**src/sv/pft_pkg.sv**
```systemverilog
// Shared types, constants and helpers for the transform-to-pose block.
// Depends on nothing; the top, pft_div and pft_cordic use this one by scoped names.
`default_nettype none
package pft_pkg;

    localparam int CORDIC_ITERATIONS = 24;
    localparam int ANGLE_FRAC_BITS   = 24;

    localparam int RND_SHIFT = 30 - ANGLE_FRAC_BITS;
    localparam longint PI_Q30      = 64'sd3373259426;
    localparam longint TWO_PI_Q30  = 64'sd6746518852;
    localparam longint HALF_PI_Q30 = 64'sd1686629713;
    localparam longint RND_HALF_L  = longint'(1) <<< (RND_SHIFT - 1);
    localparam longint PI_A_L      = (PI_Q30 + RND_HALF_L) >>> RND_SHIFT;
    localparam longint TWO_PI_A_L  = (TWO_PI_Q30 + RND_HALF_L) >>> RND_SHIFT;

    localparam logic signed [47:0] PI_A     = 48'(PI_A_L);
    localparam logic signed [47:0] TWO_PI_A = 48'(TWO_PI_A_L);
    localparam logic signed [35:0] HALF_PI  = 36'(HALF_PI_Q30);
    localparam logic signed [35:0] RND_HALF = 36'(RND_HALF_L);

    localparam int CORDIC_CNT_W = $clog2(CORDIC_ITERATIONS);
    localparam int ATAN_IDX_W   = 5;
    localparam int DIV_STEPS    = 32;
    localparam int DIV_CNT_W    = $clog2(DIV_STEPS);

    typedef enum logic [3:0] {
        S_IDLE,
        S_MUL,
        S_DIVX,
        S_DIVX_WAIT,
        S_DIVY,
        S_DIVY_WAIT,
        S_CORDIC,
        S_CORDIC_WAIT,
        S_UNW_LO,
        S_UNW_HI,
        S_OUT
    } t_state;

    typedef struct packed {
        logic              flag;
        logic signed [31:0] val;
    } t_sat;

    // Start request of an iterative unit.
    typedef struct packed {
        logic start;
    } t_unit_req;

    function automatic t_sat sat32(input logic signed [47:0] v);
        t_sat s;
        if (v > 48'sd2147483647) begin
            s.flag = 1'b1;
            s.val  = 32'sh7FFF_FFFF;
        end else if (v < -48'sd2147483648) begin
            s.flag = 1'b1;
            s.val  = 32'sh8000_0000;
        end else begin
            s.flag = 1'b0;
            s.val  = v[31:0];
        end
        return s;
    endfunction

    // atan(2^-i) in Q2.30, truncated for i up to 26; the entries for i = 27 to 30 are rounded.
    function automatic logic [31:0] atan_q30(input logic [ATAN_IDX_W-1:0] i);
        logic [31:0] t;
        case (i)
            5'd0:  t = 32'h3243F6A8;
            5'd1:  t = 32'h1DAC6705;
            5'd2:  t = 32'h0FADBAFC;
            5'd3:  t = 32'h07F56EA6;
            5'd4:  t = 32'h03FEAB76;
            5'd5:  t = 32'h01FFD55B;
            5'd6:  t = 32'h00FFFAAA;
            5'd7:  t = 32'h007FFF55;
            5'd8:  t = 32'h003FFFEA;
            5'd9:  t = 32'h001FFFFD;
            5'd10: t = 32'h000FFFFF;
            5'd11: t = 32'h0007FFFF;
            5'd12: t = 32'h0003FFFF;
            5'd13: t = 32'h0001FFFF;
            5'd14: t = 32'h0000FFFF;
            5'd15: t = 32'h00007FFF;
            5'd16: t = 32'h00003FFF;
            5'd17: t = 32'h00001FFF;
            5'd18: t = 32'h00000FFF;
            5'd19: t = 32'h000007FF;
            5'd20: t = 32'h000003FF;
            5'd21: t = 32'h000001FF;
            5'd22: t = 32'h000000FF;
            5'd23: t = 32'h0000007F;
            5'd24: t = 32'h0000003F;
            5'd25: t = 32'h0000001F;
            5'd26: t = 32'h0000000F;
            5'd27: t = 32'h00000008;
            5'd28: t = 32'h00000004;
            5'd29: t = 32'h00000002;
            5'd30: t = 32'h00000001;
            default: t = 32'h00000000;
        endcase
        return t;
    endfunction

endpackage
`default_nettype wire

```
**src/sv/pft_div.sv**
```systemverilog
// Serial restoring divider, one quotient bit per cycle, 32 bits per run.
// Depends on pft_pkg. Caller guarantees dividend[79:32] < divisor.
`default_nettype none
module pft_div (
    input  wire logic              i_clk,
    input  wire logic              i_rst_n,
    input  wire pft_pkg::t_unit_req i_req,
    input  wire logic [79:0]       i_dividend,
    input  wire logic [63:0]       i_divisor,
    output logic                   o_done,
    output logic [31:0]            o_quot
);
    logic                          r_busy;
    logic                          r_done;
    logic [pft_pkg::DIV_CNT_W-1:0] r_cnt;
    logic [63:0]                   r_rem;
    logic [63:0]                   r_den;
    logic [31:0]                   r_q;
    logic [64:0]                   trial;
    logic [64:0]                   diff;
    logic                          take;

    always_comb begin
        trial = {r_rem, r_q[31]};
        diff  = trial - {1'b0, r_den};
        take  = !diff[64];
    end

    always_ff @(posedge i_clk) begin
        if (!i_rst_n) begin
            r_busy <= 1'b0;
            r_done <= 1'b0;
            r_cnt  <= '0;
        end else begin
            r_done <= 1'b0;
            if (i_req.start) begin
                r_busy <= 1'b1;
                r_cnt  <= '0;
            end else if (r_busy) begin
                r_cnt <= r_cnt + 1'b1;
                if (r_cnt == pft_pkg::DIV_CNT_W'(pft_pkg::DIV_STEPS - 1)) begin
                    r_busy <= 1'b0;
                    r_done <= 1'b1;
                end
            end
        end
    end

    always_ff @(posedge i_clk) begin
        if (i_req.start) begin
            r_rem <= {16'b0, i_dividend[79:32]};
            r_q   <= i_dividend[31:0];
            r_den <= i_divisor;
        end else if (r_busy) begin
            r_rem <= take ? diff[63:0] : trial[63:0];
            r_q   <= {r_q[30:0], take};
        end
    end

    assign o_done = r_done;
    assign o_quot = r_q;
endmodule
`default_nettype wire

```
**config.mk**
```make
export PLATFORM = sky130hd
export DESIGN_NAME = pft_div
export DESIGN_NICKNAME = d
export VERILOG_FILES = /design/src/sv/pft_pkg.sv /design/src/sv/pft_div.sv
export SDC_FILE = /design/constraint.sdc
export NUM_CORES = 1
export LEC_CHECK = 0
export BUFFER_PORTS_ARGS = -buffer_cell sky130_fd_sc_hd__clkbuf_2
export CAP_MARGIN = 20
export CORE_UTILIZATION = 25
export CTS_CLUSTER_SIZE = 20
export DETAILED_ROUTE_END_ITERATION = 8
export PLACE_DENSITY = 0.42
export SYNTH_ARGS = -nofsm -noshare
export SYNTH_HDL_FRONTEND = slang
export SYNTH_SLANG_ARGS = --single-unit
```
**constraint.sdc**
```tcl
create_clock -name i_clk -period 11.7 [get_ports i_clk]
set_clock_uncertainty 0.2 [all_clocks]
set_input_delay 3.51 -clock i_clk [delete_from_list [all_inputs] [get_ports i_clk]]
set_output_delay 3.51 -clock i_clk [all_outputs]
set_load 0.01 [all_outputs]
```
==> qor.txt <==
======================================================================================
Library cell occupying the most area in the post-synthesis netlist        sky130_fd_sc_hd__edfxtp_1
Run status                                                                finished, final reports clean
Top cells by area, synth                                                  sky130_fd_sc_hd__edfxtp_1, sky130_fd_sc_hd__ha_1, sky130_fd_sc_hd__mux2i_1
Overall die height                                                              211 µm
Distinct cell type count of the synthesized netlist                                 83
Max clock buf depth                                                                  2
Critical Setup Path Class                                                 input pin to flop
Post-detailed-route via-to-cell ratio                                             4.65
Dominant synthesized flop cell                                            sky130_fd_sc_hd__edfxtp_1
Area growth syn-to-layout                                                        17.5%
Minimum setup slack among reg-to-reg paths                                     7250 ps
Floorplan die width                                                             211 µm
IO Pins                                                                            180
Hold Fails Final Rpt                                                                 0
Std-Cell Core Area                                                           43200 µm²
Starting density of the core                                                     0.254
Count of nets after finishing                                                     1459
Share of the cycle needed by the critical path after routing                     0.442
Maximum achievable frequency                                                   193 MHz
Post-route antenna net violation count                                               0
Synthesis-stage register bit count                                                 167
Htree depth                                                                          4
Number of optimization iterations in the first detailed-route pass                   5
Total of warnings raised by yosys                                                    0
Kind of capture point of the worst setup path                                     flop
Worst Path Max Fanout                                                               74
Maximum resistive drop on vdd                                                0.0910 mV
Syn Std Cell Area                                                            11000 µm²
Slew of the pin with the lowest slew margin                                     798 ps
Commonest cells in the synthesized netlist                                sky130_fd_sc_hd__edfxtp_1, sky130_fd_sc_hd__nand2_1, sky130_fd_sc_hd__a21oi_1, sky130_fd_sc_hd__inv_1
Max Cap Viol                                                                         0
Maximum number of pins on one net before global-route repair                        75
First DRT Iteration DRCs                                                           448
Hold buffers post-CTS                                                                0
Post-route cell area                                                         12900 µm²
Standard cell with the maximum stage delay on the critical path           sky130_fd_sc_hd__buf_4
Final critical delay including setup and external delays                       5170 ps
Clock buffers created by TritonCTS                                                  17
Synth top area share                                                             0.394
Critical path cell sequence                                               buf_6, buf_4, nor2_1, nand2_1, mux2i_1, a211o_1
Post-cts resize count                                                                0
Quantity of I/O buffers inserted on ports                                          179
Placer congestion estimate                                                       0.907
Placed cell area                                                             12400 µm²
Number of buffers inserted to repair setup after CTS                                 0
Max Slew Vio Count                                                                   0
Synthesized area divided by synthesized cell count                            9.99 µm²
Vias in the first global route                                                    8801
Count leader, synth                                                       sky130_fd_sc_hd__edfxtp_1
Arrival time of data at the critical path endpoint                             5200 ps
Number of antenna cells inserted                                                     0
Syn nets                                                                          1312
RSZ-0062 raised after global routing                                                no
Library cell used as clock root buffer                                    sky130_fd_sc_hd__clkbuf_16
Number of rows created at floorplan                                                 76
Final global-route overflow total                                                    0
Drt total wl                                                                  31100 µm
Clock latency reported for the late side of the worst-skew pair                 480 ps
Post-DP HPWL                                                                  23700 µm
Detailed-route wire length per cell                                            16.9 µm
Rel. slew slack                                                                  0.468
Number of antenna violations at the first check in global routing                    5
Total negative slack for setup checks                                             0 ps
Vias                                                                              8576
First-pass GRT wire length                                                    49200 µm
CTS tree                                                                         built
Final-report setup violation count                                                   0
Die ar.                                                                      44700 µm²
Global-route usage over all layers                                               0.145
Static leakage                                                                 5.39 nW
Sinks on the clock net                                                             167
Type of the worst min-delay path                                          flop to flop
Clock slew at the register clock pins of the worst setup and hold paths          70 ps
Gate count of the mapped netlist                                                  1098
Async S/R FF share, synth                                                            0
Residual DRC                                                                         0
Number of flops mapped to enable cells by yosys                                    144
Areal power density over the cells                                          157 nW/µm²
Kind of start point of the critical path                                     input pin
Proportion of synthesized chip area in sequential cells                          0.436
Delay of the slowest cell on the worst path                                     740 ps
Share of post-route cells with drive strength above 1                            0.219
Required time of the critical path                                            11730 ps
======================================================================================
[registers in the layout, summed over array words and instances (netlist names)]
register / flops
r_den: 64
r_rem: 64
o_quot: 32
r_cnt: 5
o_done: 1
r_busy: 1
[layer usage]
layer,global-route usage,vias to the layer above,part of all wire
li1,-,4286,-
met1,0.194,3987,0.48
met2,0.215,250,0.43
met3,0.0510,43,0.072
met4,0.0502,10,0.019
met5,0,-,0.0021
[kinds of logic after synthesis]
| group | share of synthesized area |
|---|---|
| flops | 0.436 |
| fa+ha+maj | 0.0771 |
| xor+xnor | 0.0512 |
| compound gates | 0.173 |
| simple gates | 0.121 |
| buf+inv | 0.0598 |
| mux | 0.0820 |
[where the power goes]
| group | total (mW) | switching (mW) | internal, mW |
|---|---|---|---|
| Sequential | 0.765 | 0.0360 | 0.729 |
| Clock | 0.536 | 0.264 | 0.273 |
| Combinational | 0.727 | 0.433 | 0.294 |
| Total | 2.03 | 0.733 | 1.30 |
[placed cells by master, fill, tap and decap left out, drive strengths merged, types with 9 or more instances in the layout]
cell type / count
a211oi: 11
a21o: 26
a21oi: 98
buf: 9
clkbuf: 197
dfxtp: 23
edfxtp: 144
ha: 66
inv: 90
mux2: 31
mux2i: 55
nand2: 110
nand3: 19
nand4: 24
nor2: 66
nor3: 13
o21ai: 88
o21bai: 9
xnor2: 36
xor2: 26
[critical path: cells and delay by family]
kind | cells | cell delay (ps)
mux | 1 | 70
buf+inv | 2 | 1120
simple gates | 2 | 170
compound gates | 1 | 270
[per-stage QoR]
step | instances | hold slack (ps) | power (mW) | utilization | worst slack (ps)
detailed placement | 1811 | 296 | 1.51 | 0.286 | 5980
floorplan | 1098 | 267 | 1.32 | - | 5070
global route | 1843 | 326 | 2.17 | 0.298 | 6340
CTS | 1843 | 312 | 2.06 | 0.298 | 6510
finish | 1843 | 307 | 2.03 | 0.298 | 6530
global placement | 1810 | 283 | 1.51 | 0.286 | 5830
[final cells by class]
cell class	count	area, µm²
fill	4587	30300
clock buffer	19	433
multi-input combinational	786	5530
sequential	167	4780
tap	585	732
timing repair buffer	187	982
clock inverter	13	96.3
inverter	86	323
[worst paths after layout]
path,cells after the start,startpoint,endpoint
setup / recovery,6,i_req,r_rem[41]$_DFFE_PP_
hold / removal,2,r_rem[50]$_SDFFE_PP0P_,r_rem[50]$_SDFFE_PP0P_
setup reg to reg,14,o_quot[31]$_DFFE_PP_,r_rem[40]$_DFFE_PP_
hold reg to reg,2,r_rem[50]$_SDFFE_PP0P_,r_rem[50]$_SDFFE_PP0P_
Note: power is estimated with default switching activity, not from simulation.
